[src/design/srtu_pkg.sv]
package srtu_pkg;

    localparam int WORD_W          = 32;
    localparam int LEN_W           = 5;
    localparam int CFG_W           = 64;
    localparam int CFG_IDX_W       = 2;
    localparam int CHAR_W          = 7;
    localparam int BYTE_W          = 8;
    localparam int ALPHA_SLOTS     = 16;
    localparam int MAX_RADIX_DEF   = 16;
    localparam int MAX_DIGITS      = 32;
    localparam int CNT_W           = 6;
    localparam int ADDR_W          = 5;
    localparam int STEPS_PER_CYCLE = 8;
    localparam int ROUNDS          = WORD_W / STEPS_PER_CYCLE;
    localparam int ROUND_W         = $clog2(ROUNDS);

    localparam logic [CFG_IDX_W-1:0] CFG_ALPHA_LEN = 2'd0;
    localparam logic [CFG_IDX_W-1:0] CFG_DIGITS_LO = 2'd1;
    localparam logic [CFG_IDX_W-1:0] CFG_DIGITS_HI = 2'd2;

    localparam logic [BYTE_W-1:0] PLUS_BYTE  = 8'h2B;
    localparam logic [BYTE_W-1:0] MINUS_BYTE = 8'h2D;
    localparam logic [BYTE_W-1:0] PRINT_LO   = 8'd32;
    localparam logic [BYTE_W-1:0] PRINT_HI   = 8'd126;
    localparam logic [CHAR_W-1:0] MINUS_CHAR = 7'h2D;

    typedef struct packed {
        logic load;
        logic div_step;
        logic div_last;
        logic emit_sign;
        logic emit_digit;
    } srtu_cmd_t;

    typedef struct packed {
        logic alpha_ok;
        logic div_done;
        logic neg;
        logic rd_last;
    } srtu_status_t;

endpackage

[src/design/signed_radix_to_text_unit.sv]
// Converts a signed 32-bit number to text in the radix of the configured digit
// alphabet, sign first, most significant digit first. Results leave on out_valid for
// one cycle each and cannot be held off. Each item yields an optional minus sign and
// D digits, D being the digit count (1 to 32); the divider resolves 8 quotient bits a
// cycle, and the digit memory is read out one digit a cycle. With an invalid
// alphabet start is ignored and nothing is emitted.
module signed_radix_to_text_unit #(
    parameter int MAX_RADIX = srtu_pkg::MAX_RADIX_DEF
) (
    input  logic                              clk,
    input  logic                              rst_n,
    input  logic                              start,
    output logic                              busy,
    input  logic signed [srtu_pkg::WORD_W-1:0] number,
    input  logic                              cfg_valid,
    output logic                              cfg_ready,
    input  logic [srtu_pkg::CFG_IDX_W-1:0]     cfg_index,
    input  logic [srtu_pkg::CFG_W-1:0]         cfg_data,
    output logic                              out_valid,
    output logic [srtu_pkg::CHAR_W-1:0]        out_char,
    output logic                              last_char
);
    import srtu_pkg::*;

    srtu_cmd_t    cmd;
    srtu_status_t status;

    assign cfg_ready = 1'b1;

    srtu_ctrl u_ctrl (
        .clk    (clk),
        .rst_n  (rst_n),
        .start  (start),
        .status (status),
        .cmd    (cmd),
        .busy   (busy)
    );

    srtu_datapath #(
        .MAX_RADIX (MAX_RADIX)
    ) u_datapath (
        .clk       (clk),
        .rst_n     (rst_n),
        .cfg_we    (cfg_valid && cfg_ready),
        .cfg_index (cfg_index),
        .cfg_data  (cfg_data),
        .number    (number),
        .cmd       (cmd),
        .status    (status),
        .out_valid (out_valid),
        .out_char  (out_char),
        .last_char (last_char)
    );

    a_cmd_onehot: assert property (@(posedge clk) disable iff (!rst_n)
        $onehot0({cmd.load, cmd.div_step, cmd.emit_sign, cmd.emit_digit}))
        else $error("controller issued conflicting commands");

    a_load_busy: assert property (@(posedge clk) disable iff (!rst_n)
        cmd.load |=> busy)
        else $error("conversion started without busy");

    a_last_gap: assert property (@(posedge clk) disable iff (!rst_n)
        out_valid && last_char |=> !out_valid)
        else $error("character transaction right after the final one");

    a_sign_not_last: assert property (@(posedge clk) disable iff (!rst_n)
        out_valid && out_char == MINUS_CHAR |-> !last_char)
        else $error("sign marked as final character");

endmodule

[src/design/srtu_ctrl.sv]
module srtu_ctrl (
    input  logic                  clk,
    input  logic                  rst_n,
    input  logic                  start,
    input  srtu_pkg::srtu_status_t status,
    output srtu_pkg::srtu_cmd_t    cmd,
    output logic                  busy
);
    import srtu_pkg::*;

    localparam logic [1:0] ST_IDLE = 2'd0;
    localparam logic [1:0] ST_DIV  = 2'd1;
    localparam logic [1:0] ST_SIGN = 2'd2;
    localparam logic [1:0] ST_EMIT = 2'd3;

    logic [1:0]         state_reg;
    logic [1:0]         state_next;
    logic [ROUND_W-1:0] round_reg;
    logic [ROUND_W-1:0] round_next;

    always_comb
    begin
        state_next = state_reg;
        round_next = round_reg;
        cmd        = '0;
        case (state_reg)
            ST_IDLE:
            begin
                if (start && status.alpha_ok)
                begin
                    cmd.load   = 1'b1;
                    round_next = '0;
                    state_next = ST_DIV;
                end
            end
            ST_DIV:
            begin
                cmd.div_step = 1'b1;
                cmd.div_last = (round_reg == ROUND_W'(ROUNDS - 1));
                round_next   = round_reg + 1'b1;
                if (cmd.div_last && status.div_done)
                begin
                    state_next = status.neg ? ST_SIGN : ST_EMIT;
                end
            end
            ST_SIGN:
            begin
                cmd.emit_sign = 1'b1;
                state_next    = ST_EMIT;
            end
            ST_EMIT:
            begin
                cmd.emit_digit = 1'b1;
                if (status.rd_last)
                begin
                    state_next = ST_IDLE;
                end
            end
            default:
            begin
                state_next = ST_IDLE;
            end
        endcase
    end

    always_ff @(posedge clk or negedge rst_n)
    begin
        if (!rst_n)
        begin
            state_reg <= ST_IDLE;
            round_reg <= '0;
        end
        else
        begin
            state_reg <= state_next;
            round_reg <= round_next;
        end
    end

    assign busy = (state_reg != ST_IDLE);

endmodule

[src/design/srtu_datapath.sv]
module srtu_datapath #(
    parameter int MAX_RADIX = srtu_pkg::MAX_RADIX_DEF
) (
    input  logic                                   clk,
    input  logic                                   rst_n,
    input  logic                                   cfg_we,
    input  logic [srtu_pkg::CFG_IDX_W-1:0]          cfg_index,
    input  logic [srtu_pkg::CFG_W-1:0]              cfg_data,
    input  logic signed [srtu_pkg::WORD_W-1:0]      number,
    input  srtu_pkg::srtu_cmd_t                     cmd,
    output srtu_pkg::srtu_status_t                  status,
    output logic                                   out_valid,
    output logic [srtu_pkg::CHAR_W-1:0]             out_char,
    output logic                                   last_char
);
    import srtu_pkg::*;

    localparam int DIGIT_W = (MAX_RADIX > 2) ? $clog2(MAX_RADIX) : 1;
    localparam int PART_W  = DIGIT_W + 1;

    logic [LEN_W-1:0]   alen_reg;
    logic [CFG_W-1:0]   digits_lo_reg;
    logic [CFG_W-1:0]   digits_hi_reg;

    logic [WORD_W-1:0]  work_reg;
    logic [DIGIT_W-1:0] rem_reg;
    logic               neg_reg;
    logic [CNT_W-1:0]   cnt_reg;
    logic [ADDR_W-1:0]  rd_idx_reg;

    logic [DIGIT_W-1:0] digit_store [MAX_DIGITS];
    logic [DIGIT_W-1:0] rd_data_reg;

    logic               p1_valid_reg;
    logic               p1_sign_reg;
    logic               p1_last_reg;
    logic               out_valid_reg;
    logic [CHAR_W-1:0]  out_char_reg;
    logic               out_last_reg;

    logic [BYTE_W-1:0]  glyph_byte [ALPHA_SLOTS];
    logic               alpha_ok;
    logic [WORD_W-1:0]  magnitude;
    logic [WORD_W-1:0]  work_next;
    logic [DIGIT_W-1:0] rem_next;
    logic [BYTE_W-1:0]  sel_byte;

    // configuration registers
    always_ff @(posedge clk or negedge rst_n)
    begin
        if (!rst_n)
        begin
            alen_reg      <= '0;
            digits_lo_reg <= '0;
            digits_hi_reg <= '0;
        end
        else if (cfg_we)
        begin
            case (cfg_index)
                CFG_ALPHA_LEN: alen_reg      <= cfg_data[LEN_W-1:0];
                CFG_DIGITS_LO: digits_lo_reg <= cfg_data;
                CFG_DIGITS_HI: digits_hi_reg <= cfg_data;
                default:       alen_reg      <= alen_reg;
            endcase
        end
    end

    always_comb
    begin
        for (int k = 0; k < ALPHA_SLOTS / 2; k++)
        begin
            glyph_byte[k]                   = digits_lo_reg[k*BYTE_W +: BYTE_W];
            glyph_byte[k + ALPHA_SLOTS / 2] = digits_hi_reg[k*BYTE_W +: BYTE_W];
        end
    end

    // alphabet check
    always_comb
    begin
        alpha_ok = (alen_reg >= LEN_W'(2)) && (alen_reg <= LEN_W'(MAX_RADIX));
        for (int a = 0; a < ALPHA_SLOTS; a++)
        begin
            if (LEN_W'(a) < alen_reg)
            begin
                if (glyph_byte[a] == PLUS_BYTE || glyph_byte[a] == MINUS_BYTE ||
                    glyph_byte[a] < PRINT_LO || glyph_byte[a] > PRINT_HI)
                begin
                    alpha_ok = 1'b0;
                end
                for (int b = a + 1; b < ALPHA_SLOTS; b++)
                begin
                    if (LEN_W'(b) < alen_reg && glyph_byte[b] == glyph_byte[a])
                    begin
                        alpha_ok = 1'b0;
                    end
                end
            end
        end
    end

    assign magnitude = number[WORD_W-1] ? (WORD_W'(0) - $unsigned(number)) : $unsigned(number);

    // restoring division, several quotient bits per cycle
    always_comb
    begin
        logic [PART_W-1:0] part;
        logic              qbit;
        work_next = work_reg;
        rem_next  = rem_reg;
        for (int s = 0; s < STEPS_PER_CYCLE; s++)
        begin
            part = {rem_next, work_next[WORD_W-1]};
            qbit = (LEN_W'(part) >= alen_reg);
            if (qbit)
            begin
                rem_next = DIGIT_W'(LEN_W'(part) - alen_reg);
            end
            else
            begin
                rem_next = part[DIGIT_W-1:0];
            end
            work_next = {work_next[WORD_W-2:0], qbit};
        end
    end

    always_ff @(posedge clk or negedge rst_n)
    begin
        if (!rst_n)
        begin
            work_reg   <= '0;
            rem_reg    <= '0;
            neg_reg    <= 1'b0;
            cnt_reg    <= '0;
            rd_idx_reg <= '0;
        end
        else if (cmd.load)
        begin
            work_reg <= magnitude;
            rem_reg  <= '0;
            neg_reg  <= number[WORD_W-1];
            cnt_reg  <= '0;
        end
        else if (cmd.div_step)
        begin
            work_reg <= work_next;
            if (cmd.div_last)
            begin
                rem_reg    <= '0;
                cnt_reg    <= cnt_reg + 1'b1;
                rd_idx_reg <= cnt_reg[ADDR_W-1:0];
            end
            else
            begin
                rem_reg <= rem_next;
            end
        end
        else if (cmd.emit_digit)
        begin
            rd_idx_reg <= rd_idx_reg - 1'b1;
        end
    end

    // digit memory
    always_ff @(posedge clk)
    begin
        if (cmd.div_step && cmd.div_last)
        begin
            digit_store[cnt_reg[ADDR_W-1:0]] <= rem_next;
        end
        if (cmd.emit_digit)
        begin
            rd_data_reg <= digit_store[rd_idx_reg];
        end
    end

    // emit pipeline
    always_ff @(posedge clk or negedge rst_n)
    begin
        if (!rst_n)
        begin
            p1_valid_reg  <= 1'b0;
            p1_sign_reg   <= 1'b0;
            p1_last_reg   <= 1'b0;
            out_valid_reg <= 1'b0;
            out_last_reg  <= 1'b0;
        end
        else
        begin
            p1_valid_reg  <= cmd.emit_sign || cmd.emit_digit;
            p1_sign_reg   <= cmd.emit_sign;
            p1_last_reg   <= cmd.emit_digit && (rd_idx_reg == '0);
            out_valid_reg <= p1_valid_reg;
            out_last_reg  <= p1_valid_reg && p1_last_reg;
        end
    end

    assign sel_byte = glyph_byte[4'(rd_data_reg)];

    always_ff @(posedge clk)
    begin
        out_char_reg <= p1_sign_reg ? MINUS_CHAR : sel_byte[CHAR_W-1:0];
    end

    assign status.alpha_ok = alpha_ok;
    assign status.div_done = (work_next == '0) || (cnt_reg == CNT_W'(MAX_DIGITS - 1));
    assign status.neg      = neg_reg;
    assign status.rd_last  = (rd_idx_reg == '0);

    assign out_valid = out_valid_reg;
    assign out_char  = out_char_reg;
    assign last_char = out_last_reg;

endmodule
[config.mk]
export PLATFORM = sky130hd
export DESIGN_NAME = signed_radix_to_text_unit
export DESIGN_NICKNAME = d
export VERILOG_FILES = /design/src/design/srtu_pkg.sv /design/src/design/signed_radix_to_text_unit.sv /design/src/design/srtu_ctrl.sv /design/src/design/srtu_datapath.sv
export SDC_FILE = /design/constraint.sdc
export NUM_CORES = 1
export LEC_CHECK = 0
export ABC_AREA = 0
export CAP_MARGIN = 20
export CELL_PAD_IN_SITES_DETAIL_PLACEMENT = 0
export CELL_PAD_IN_SITES_GLOBAL_PLACEMENT = 1
export CORE_MARGIN = 3
export CORE_UTILIZATION = 50
export CTS_CLUSTER_SIZE = 14
export DETAILED_ROUTE_END_ITERATION = 10
export DONT_BUFFER_PORTS = 1
export HOLD_SLACK_MARGIN = 0.08
export PLACE_DENSITY_LB_ADDON = 0.1
export SLEW_MARGIN = 20
export SYNTH_ARGS = -nofsm -noshare
export SYNTH_HDL_FRONTEND = slang
export SYNTH_SLANG_ARGS = --single-unit
[constraint.sdc]
create_clock -name clk -period 26.7 [get_ports clk]
set_clock_uncertainty 0.1 [all_clocks]
set_input_delay 2.67 -clock clk [delete_from_list [all_inputs] [get_ports clk]]
set_output_delay 2.67 -clock clk [all_outputs]
set_load 0.1 [all_outputs]
## After elaboration in Yosys (flattened, before gate mapping)

Memories as Yosys holds them, arrays and structs flattened. A register that Yosys moved wholly into a read port is not among the register bits.
Cells that the tools add are included.

| storage, ports and cells | value |
|---|---|
| RAM bits | 128 |
| memories | 1 |
| output and inout port bits | 11 |
| register bits after elaboration | 197 |

| cells by class | value |
|---|---|
| add/subtract/negate cells | 12 |
| eq/ne operators | 163 |
| bitwise gates (word level) | 2 |
| magnitude comparators | 59 |
| multiplexer cells | 189 |
| reductions and logical operators | 192 |

Memory list:

| name | words | bits a word | rd ports | clocked after Yosys merged registers in | write ports | RTL line | text |
|---|---|---|---|---|---|---|---|
| u_datapath.digit_store | 32 | 4 | 1 | 1 | 1 | srtu_datapath.sv:31 | `logic [DIGIT_W-1:0] digit_store [MAX_DIGITS];` |

Operators with widths:

| operator | number |
|---|---|
| == test 8 bit | 120 |
| == test 8 x 6 -> 1 bit (second input constant) | 32 |
| two-way mux 1 bit | 159 |
| greater-than comparator 8 x 7 -> 1 bit (second input constant) | 16 |
| less-than comparator 8 x 6 -> 1 bit (second input constant) | 16 |
| logical AND 1 bit | 126 |
| two-way mux 32 bit | 3 |
| logical OR 1 bit | 50 |
| two-way mux 4 bit | 11 |
| greater-or-equal comparator 5 bit | 8 |
| less-than comparator 4 x 5 -> 1 bit (first input constant) | 8 |
| binary-select mux 8 bit (select 4 bit) | 1 |
| zero test 32 bit | 1 |
| subtractor 1 x 32 -> 32 bit (first input constant) | 1 |
| subtractor 4 bit | 8 |
| less-than comparator 3 x 5 -> 1 bit (first input constant) | 4 |
| two-way mux 6 bit | 3 |
| two-way mux 5 bit | 3 |
| two-way mux 7 bit | 2 |
| less-than comparator 1 x 5 -> 1 bit (first input constant) | 2 |
| less-than comparator 2 x 5 -> 1 bit (first input constant) | 2 |
| two-way mux 2 bit | 5 |
| AND reduction 2 bit | 5 |
| nonzero test 2 bit | 5 |
| other kinds (18) | 26 |

## Depth between registers and ports, before layout

Gate-level depths: netlist (run 1).

| depth | value |
|---|---|
| depth in word-level cells | 161 |
| depth in mapped cells | 67 |
| depth with buffers taken out | 63 |

## By module

Synthesis (run 1) repeated with hierarchy kept, for this count alone.

| unflattened totals | value |
|---|---|
| cells, all modules | 2912 |
| area total of the unflattened synthesis | 28718.8 µm² |

By module, submodules not included:

| module | sequential area each (µm²) | area each (µm²) | cells an instance | instances |
|---|---|---|---|---|
| srtu_datapath | 8758.4 | 28412.2 | 2881 | 1 |
| srtu_ctrl | 100.1 | 295.3 | 29 | 1 |
| signed_radix_to_text_unit | 0.0 | 11.3 | 2 | 1 |

## Worst setup path before layout (run 1)

Ideal clock, no wire load.

| timing | value |
|---|---|
| path kind | reg-to-reg |
| start point | reg u_datapath.alen_reg[1] |
| end point | mem u_datapath.digit_store[0][0] (netlist name) (data pin) |
| period minus slack after synthesis | 13.452 ns |
| arrival | 12.969 ns |
| stages on the path, launching flop included | 60 |
| slack | 13.248 ns |
| cell sequence | dfrtp_1 clkbuf_1 inv_1 ha_1 nor2b_1 o21ai_0 nand3b_1 a21o_1 a21o_1 clkbuf_1 a21oi_1 ha_1 a21o_1 a21o_1 a21o_1 a21o_1 mux2i_1 ha_1 (+24 left out) o21ai_0 nand2b_1 mux2i_1 ha_1 nor2b_1 o21ai_0 nand3b_1 a21o_1 a21o_1 clkbuf_1 a21oi_1 ha_1 nor2b_1 o21ai_0 nand3b_1 a21o_1 a21o_1 a21oi_1 |

| on the way | value |
|---|---|
| longest elaborated chain between the ends | 16 |
| elaborated cells on any way between the ends | 23 |
| classes of those cells | 7 x add/sub; 8 x order compare; 8 x mux |

Ends and longest elaborated chain:

| what | RTL line | text |
|---|---|---|
| start, declared | srtu_datapath.sv:21 | `logic [LEN_W-1:0] alen_reg;` |
| start signal, assigned | srtu_datapath.sv:60 | `CFG_ALPHA_LEN: alen_reg <= cfg_data[LEN_W-1:0];` |
| start signal, assigned | srtu_datapath.sv:63 | `default: alen_reg <= alen_reg;` |
| subtractor 4 bit or greater-or-equal comparator 5 bit (tied branches) | srtu_datapath.sv:116, srtu_datapath.sv:113 |  |
| two-way mux 4 bit | srtu_datapath.sv:114 | `if (qbit)` |
| subtractor 4 bit or greater-or-equal comparator 5 bit (tied branches) | srtu_datapath.sv:116, srtu_datapath.sv:113 |  |
| two-way mux 4 bit | srtu_datapath.sv:114 |  |
| subtractor 4 bit or greater-or-equal comparator 5 bit (tied branches) | srtu_datapath.sv:116, srtu_datapath.sv:113 |  |
| two-way mux 4 bit | srtu_datapath.sv:114 |  |
| greater-or-equal comparator 5 bit or subtractor 4 bit (tied branches) | srtu_datapath.sv:113, srtu_datapath.sv:116 |  |
| two-way mux 4 bit | srtu_datapath.sv:114 |  |
| subtractor 4 bit or greater-or-equal comparator 5 bit (tied branches) | srtu_datapath.sv:116, srtu_datapath.sv:113 |  |
| two-way mux 4 bit | srtu_datapath.sv:114 |  |
| subtractor 4 bit or greater-or-equal comparator 5 bit (tied branches) | srtu_datapath.sv:116, srtu_datapath.sv:113 |  |
| two-way mux 4 bit | srtu_datapath.sv:114 |  |
| subtractor 4 bit or greater-or-equal comparator 5 bit (tied branches) | srtu_datapath.sv:116, srtu_datapath.sv:113 |  |
| two-way mux 4 bit | srtu_datapath.sv:114 |  |
| greater-or-equal comparator 5 bit (*) | srtu_datapath.sv:113 | `qbit = (LEN_W'(part) >= alen_reg);` |
| two-way mux 4 bit (*) | srtu_datapath.sv:114 |  |
| net u_datapath.rem_next[0] | srtu_datapath.sv:45 | `logic [DIGIT_W-1:0] rem_next;` |
| end, declared | srtu_datapath.sv:31 |  |

The timed path passes the listed nets; every way through them passes the cells marked *.

## Worst setup path after layout (run 1)

| timing | value |
|---|---|
| start point | reg u_datapath.alen_reg[1] |
| end point | reg u_datapath.rem_reg[1] |

| on the way | value |
|---|---|
| elaborated cells on any way between the ends | 322 |
| classes of those cells | 8 x add/sub; 26 x order compare; 165 x mux; 123 x reduce/logical |

RTL lines:

| what | RTL line | text |
|---|---|---|
| subtractor 4 bit or greater-or-equal comparator 5 bit (tied branches) | srtu_datapath.sv:116, srtu_datapath.sv:113 |  |
| two-way mux 4 bit | srtu_datapath.sv:114 |  |
| subtractor 4 bit or greater-or-equal comparator 5 bit (tied branches) | srtu_datapath.sv:116, srtu_datapath.sv:113 |  |
| two-way mux 4 bit | srtu_datapath.sv:114 |  |
| subtractor 4 bit or greater-or-equal comparator 5 bit (tied branches) | srtu_datapath.sv:116, srtu_datapath.sv:113 |  |
| two-way mux 4 bit | srtu_datapath.sv:114 |  |
| greater-or-equal comparator 5 bit or subtractor 4 bit (tied branches) | srtu_datapath.sv:113, srtu_datapath.sv:116 |  |
| two-way mux 4 bit | srtu_datapath.sv:114 |  |
| (+4 left out) | n/a |  |
| greater-or-equal comparator 5 bit or subtractor 4 bit (tied branches) | srtu_datapath.sv:113, srtu_datapath.sv:116 |  |
| two-way mux 4 bit | srtu_datapath.sv:114 |  |
| subtractor 4 bit or greater-or-equal comparator 5 bit (tied branches) | srtu_datapath.sv:116, srtu_datapath.sv:113 |  |
| two-way mux 4 bit (*) | srtu_datapath.sv:114 |  |
| net u_datapath.rem_next[1] | srtu_datapath.sv:45 |  |
| two-way mux 4 bit (*) | srtu_datapath.sv:146 | `if (cmd.div_last)` |
| two-way mux 4 bit (*) | srtu_datapath.sv:143 | `else if (cmd.div_step)` |
| two-way mux 4 bit (*) | srtu_datapath.sv:136 | `else if (cmd.load)` |
| end signal, assigned | srtu_datapath.sv:154 | `rem_reg <= rem_next;` |
| end, declared | srtu_datapath.sv:26 | `logic [DIGIT_W-1:0] rem_reg;` |

The timed path passes the listed nets; every way through them passes the cells marked *. The select of a mux whose other input is x is not followed.
A chain may end at the register's enable or synchronous reset.

==> summary.md, run 1 <==
| Metric | Value |
|---|---|
| Root buffer cell | `clkbuf_16` |
| Status | `finished, final reports clean` |
| Clock slew at reported path FFs | `0.06 ns` |
| Most frequent cell on the critical path | `a21o_1` |
| Cells after Synth | `2894` |
| Die Wd | `246 um` |
| Number of buffers created by CTS | `37` |
| Core Box Area | `0.0567 mm2` |
| First-pass GRT wire length | `158 mm` |
| Multi-input logic area | `0.0184 mm2` |
| Max incr delay on CP | `0.70 ns` |
| CP Class | `reg2reg` |
| Top delay family on crit path | `compound AO/OA/AOI/OAI gates` |
| Largest net degree at the start of global routing | `191` |
| CTS sink cnt | `329` |
| CP max-delay cell | `mux2_2` |
| Row count | `87` |
| Number of synthesized flops with an enable pin | `132` |
| WP data required | `27.11 ns` |
| WP data arrival | `15.17 ns` |
| WL final | `107 mm` |
| Period Utilization, post-route | `0.553` |
| Initial antenna violation count | `9` |
| Total gr overflow | `0` |
| Leading post-synthesis cells by cell area | `xnor2_1 20%, dfrtp_1 16%, edfxtp_1 14%` |
| Wirelength per Cell | `30.4 um` |
| H-tree depth | `2` |
| Sequential area share after synthesis | `0.307` |
| Max FO, Critical Path | `33` |
| Syn Nets | `3057` |
| Hold Path Class | `reg2reg` |
| Max_slew headroom | `0.196` |
| Mean post-synth cell area | `9.96 um2` |
| Vias per cell | `6.52` |
| Final Wtd Congestion | `1.01` |
| Setup_tns | `0 ns` |
| #FFs+latches synth | `329` |
| Sequential Area | `0.00886 mm2` |
| Starting Density | `0.508` |
| Max Slew Vio Count | `0` |
| Critical Path Source Type | `register` |
| Setup-failing EPs final | `0` |
| Max reg flops | `128` |
| Dpl hpwl | `68.7 mm` |
| Final ANT Viol Nets | `0` |
| Synth Cell Area | `0.0288 mm2` |
| CTS tree | `done` |
| Synth top area share | `0.205` |
| Starting DRT DRC Count | `2621` |
| Synth unique cells | `66` |
| Area Growth Syn to Fin | `6.42%` |
| Die Area | `0.0606 mm2` |
| Slew @ Worst Pin | `1.21 ns` |
| CTS Buffer Depth | `3` |
| PortBufs | `0` |
| Synth area leader | `xnor2_1` |
| Clock latency on the worst-skew pair | `0.60 ns` |
| Layout cells sized above 1 | `0.161` |
| # resized after CTS | `0` |
| Residual DRC count | `0` |
| Commonest cells in the netlist | `674 x xnor2_1, 332 x xor2_1, 190 x dfrtp_1` |
| GRT Total Usage | `0.353` |
| Crit. End Element | `register` |
| Async set-reset flop share out of synthesis | `0.578` |
| Synth warn | `0` |
| Post CTS Setup Buffer Count | `0` |
| DR vias | `23000` |
| Max_cap viols | `0` |
| Most frequent cell after synthesis | `xnor2_1` |
| Worst path buffer plus inverter count | `1` |
| FILL cells | `5050` |
| Nets | `2910` |
| DIE HEIGHT | `246 um` |
| Main synth FF type | `dfrtp_1` |
| Fmax achieved | `67.7 MHz` |
| RSZ-0062 raised after global routing | `no` |
| Crit path time final | `14.76 ns` |
| Io pins | `113` |
| Router iterations before antenna repair | `5` |
| Hold Vio Cnt, Final | `0` |
| Vias in the first global route | `23100` |
| CTS Hold Bufs | `0` |
metrics by stage:
step           hold WS (ns)  utilization  setup WS (ns)  instance area, um2  instances
2_1_floorplan         0.247            -          13.25               28800       2894
3_3_place_gp          0.264        0.518          12.34               29400       3462
3_5_place_dp          0.258        0.518          11.91               29400       3462
4_1_cts               0.280        0.540          11.85               30600       3528
5_1_grt               0.300        0.541          10.35               30700       3530
6_report              0.275        0.541          11.94               30700       3533
layer usage:
metal  routed length [um]  vias to the layer above  track usage
met5                   46                        -            0
met4                 7010                        6        0.202
met3                10900                      402       0.0934
met2                48200                     1376        0.551
met1                41100                    11500        0.442
li1                     -                     9786            -
cell usage in the layout, fill, tap and decap left out, types with 75 or more instances in the layout:
| cell | count |
|---|---|
| edfxtp_1 | 132 |
| xor2_1 | 332 |
| nand4_1 | 175 |
| mux2_2 | 152 |
| nor3_1 | 86 |
| nor4_1 | 104 |
| xnor2_1 | 674 |
| mux4_2 | 75 |
| dfrtp_1 | 185 |
| nand2_1 | 75 |
| nor2_1 | 81 |
| buf_4 | 138 |
path summary, 6_finish.rpt:
path,start,to,slack [ns],cells after the start
worst max register to register,u_datapath.alen_reg[1],u_datapath.rem_reg[1],11.94,57
min in group asynchronous,rst_n,u_datapath.digits_hi_reg[31],1.68,0
worst min register to register,u_datapath.p1_valid_reg,u_datapath.out_valid,0.27,0
worst min-delay path,u_datapath.p1_valid_reg,u_datapath.out_valid,0.27,0
max in group asynchronous,rst_n,u_datapath.digits_hi_reg[33],24.07,0
worst max-delay path,u_datapath.alen_reg[1],u_datapath.rem_reg[1],11.94,57
worst reg2reg max path: cells and delay by family (launching register included):
kind                     cells  cell delay (ns)
AO/OA/AOI/OAI               30             7.09
adder cells (fa/ha/maj)      8             2.65
AND/OR/NAND/NOR             14             1.81
buffers and inverters        1             0.53
multiplexers                 4             1.83
flip-flops                   1             0.68
logic make-up after synthesis:
family,share of synthesized area
adders and majority gates,0.0286
other,0.000130
AOI/OAI and AO/OA,0.0455
buffers and inverters,0.0548
xor gates and xnor gates,0.306
DFF,0.307
muxes,0.131
and+or+nand+nor,0.127
layout make-up:
cell class,count,share of cell area
multi-input combinational,2202,0.600
sequential,329,0.289
timing repair buffer,140,0.0347
clock buffer,52,0.0330
tap,756,0.0308
clock inverter,14,0.00771
inverter,37,0.00453
antenna,3,0.000245
Power of run 1 is left out: the tool's default activity adds up to more than one toggle a clock period on the data nets, which glitch-free logic cannot reach.
==> run 2: changes to the inputs <==
==> constraint.sdc (replaced) <==
create_clock -name clk -period 14.6 [get_ports clk]
set_clock_uncertainty 0.1 [all_clocks]
set_input_delay 1.46 -clock clk [delete_from_list [all_inputs] [get_ports clk]]
set_output_delay 1.46 -clock clk [all_outputs]
set_load 0.1 [all_outputs]
==> run 2 against run 1 <==
Critical path depth shrank 1. Maximum frequency grew 11%. Clock-buffer cell count grew 6. Flip-flop and latch count is the same. Core utilization is essentially flat. Wire length shrank 1.4%. Critical endpoint is now u_datapath.digit_store[13][1].
==> summary.md, run 2 (same netlist as run 1, synthesis figures left out) <==
| Metric | Value |
|---|---|
| Vias per cell | `6.48 (was 6.52)` |
| Max_slew headroom | `0.216 (was 0.196)` |
| CTS tree | `done (unchanged)` |
| Router iterations before antenna repair | `6 (was 5)` |
| Die Wd | `246 um (unchanged)` |
| PortBufs | `0 (unchanged)` |
| Area Growth Syn to Fin | `6.50% (was 6.42%)` |
| Final ANT Viol Nets | `0 (unchanged)` |
| Crit. End Element | `register (unchanged)` |
| Die Area | `0.0606 mm2 (unchanged)` |
| Wirelength per Cell | `29.9 um (was 30.4 um)` |
| Starting DRT DRC Count | `2367 (was 2621)` |
| Residual DRC count | `0 (unchanged)` |
| Number of buffers created by CTS | `38 (was 37)` |
| Io pins | `113 (unchanged)` |
| Total gr overflow | `0 (unchanged)` |
| Max incr delay on CP | `0.66 ns (was 0.70 ns)` |
| Dpl hpwl | `68.1 mm (was 68.7 mm)` |
| Largest net degree at the start of global routing | `191 (unchanged)` |
| Hold Vio Cnt, Final | `0 (unchanged)` |
| H-tree depth | `2 (unchanged)` |
| Status | `finished, final reports clean (unchanged)` |
| WP data arrival | `13.46 ns (was 15.17 ns)` |
| Most common cell after layout, fill and taps aside | `xnor2_1 (unchanged)` |
| CP Class | `reg2reg (unchanged)` |
| WP data required | `14.80 ns (was 27.11 ns)` |
| WL final | `106 mm (was 107 mm)` |
| Slew @ Worst Pin | `1.18 ns (was 1.21 ns)` |
| Crit path time final | `13.27 ns (was 14.76 ns)` |
| Clock latency on the worst-skew pair | `0.60 ns (about the same)` |
| FILL cells | `4998 (was 5050)` |
| Critical Path Source Type | `register (unchanged)` |
| CTS sink cnt | `329 (unchanged)` |
| Final Wtd Congestion | `1.00 (was 1.01)` |
| Root buffer cell | `clkbuf_16 (unchanged)` |
| Vias in the first global route | `23100 (about the same)` |
| Most frequent cell on the critical path | `a21o_1 (unchanged)` |
| Layout cells sized above 1 | `0.165 (was 0.161)` |
| Max_cap viols | `0 (unchanged)` |
| GRT Total Usage | `0.348 (was 0.353)` |
| Max reg flops | `128 (unchanged)` |
| Starting Density | `0.508 (unchanged)` |
| Commonest cells after routing, fill and taps aside | `674 x xnor2_1, 332 x xor2_1, 185 x dfrtp_1 (unchanged)` |
| Hold Path Class | `reg2reg (unchanged)` |
| Fmax achieved | `75.4 MHz (was 67.7 MHz)` |
| Final design utilization | `0.541 (about the same)` |
| Core Box Area | `0.0567 mm2 (unchanged)` |
| CTS Hold Bufs | `0 (unchanged)` |
| DIE HEIGHT | `246 um (unchanged)` |
| CTS Buffer Depth | `3 (unchanged)` |
| Max FO, Critical Path | `33 (unchanged)` |
| Clock slew at reported path FFs | `0.06 ns (about the same)` |
| Worst path buffer plus inverter count | `1 (unchanged)` |
| DR vias | `23000 (about the same)` |
| Setup-failing EPs final | `0 (unchanged)` |
| Initial antenna violation count | `2 (was 9)` |
| Top delay family on crit path | `compound AO/OA/AOI/OAI gates (unchanged)` |
| CP max-delay cell | `mux2_2 (unchanged)` |
| Row count | `87 (unchanged)` |
| Max Slew Vio Count | `0 (unchanged)` |
| Final hold slack | `0.286 ns (was 0.275 ns)` |
| Period Utilization, post-route | `0.909 (was 0.553)` |
| Nets | `2917 (was 2910)` |
| First-pass GRT wire length | `157 mm (was 158 mm)` |
[run 2: repair_timing]
action | CTS | global route
setup buffers | 0 | 2
setup endpoints to repair | 0 | 135
gates resized for setup | 0 | 9
[run 2: path summary, 6_finish.rpt]
path | startpoint | cells after the start | endpoint | slack [ns]
setup / recovery | u_datapath.alen_reg[1] | 56 | u_datapath.digit_store[13][1] | 1.33
hold / removal | u_datapath.p1_valid_reg | 0 | u_datapath.out_valid | 0.29
setup reg to reg | u_datapath.alen_reg[1] | 56 | u_datapath.digit_store[13][1] | 1.33
hold reg to reg | u_datapath.p1_valid_reg | 0 | u_datapath.out_valid | 0.29
max in group asynchronous | rst_n | 0 | u_datapath.work_reg[12] | 13.55
min in group asynchronous | rst_n | 0 | u_datapath.digits_lo_reg[15] | 0.47
[run 2: layer usage]
layer	vias to the layer above	share of wire	GRT usage
li1	9799	-	-
met1	11400	0.39	0.448
met2	1392	0.45	0.547
met3	361	0.10	0.0812
met4	0	0.059	0.181
met5	-	0	0
[run 2: area by class of cell]
cell class,instances,area (um2),area share
Sequential cell,329,8860,0.289
Timing Repair Buffer,146,1100,0.0359
Clock inverter,9,109,0.00355
Inverter,37,143,0.00465
Multi-Input combinational cell,2202,18400,0.600
Tap cell,756,946,0.0308
Clock buffer,58,1100,0.0357
Antenna cell,3,7.51,0.000244
[run 2: stage by stage]
stage                     setup WS (ns)  cells  setup TNS (ns)  cell area (um2)
final                              1.33   3540               0            30700
after global routing            -0.0269   3537         -0.0484            30700
after CTS                         0.445   3535               0            30700
after detailed placement          0.483   3468               0            29400
after global placement            0.818   3467               0            29400
after floorplan                    1.15   2894               0            28800
Power of run 2 is left out for the same reason.
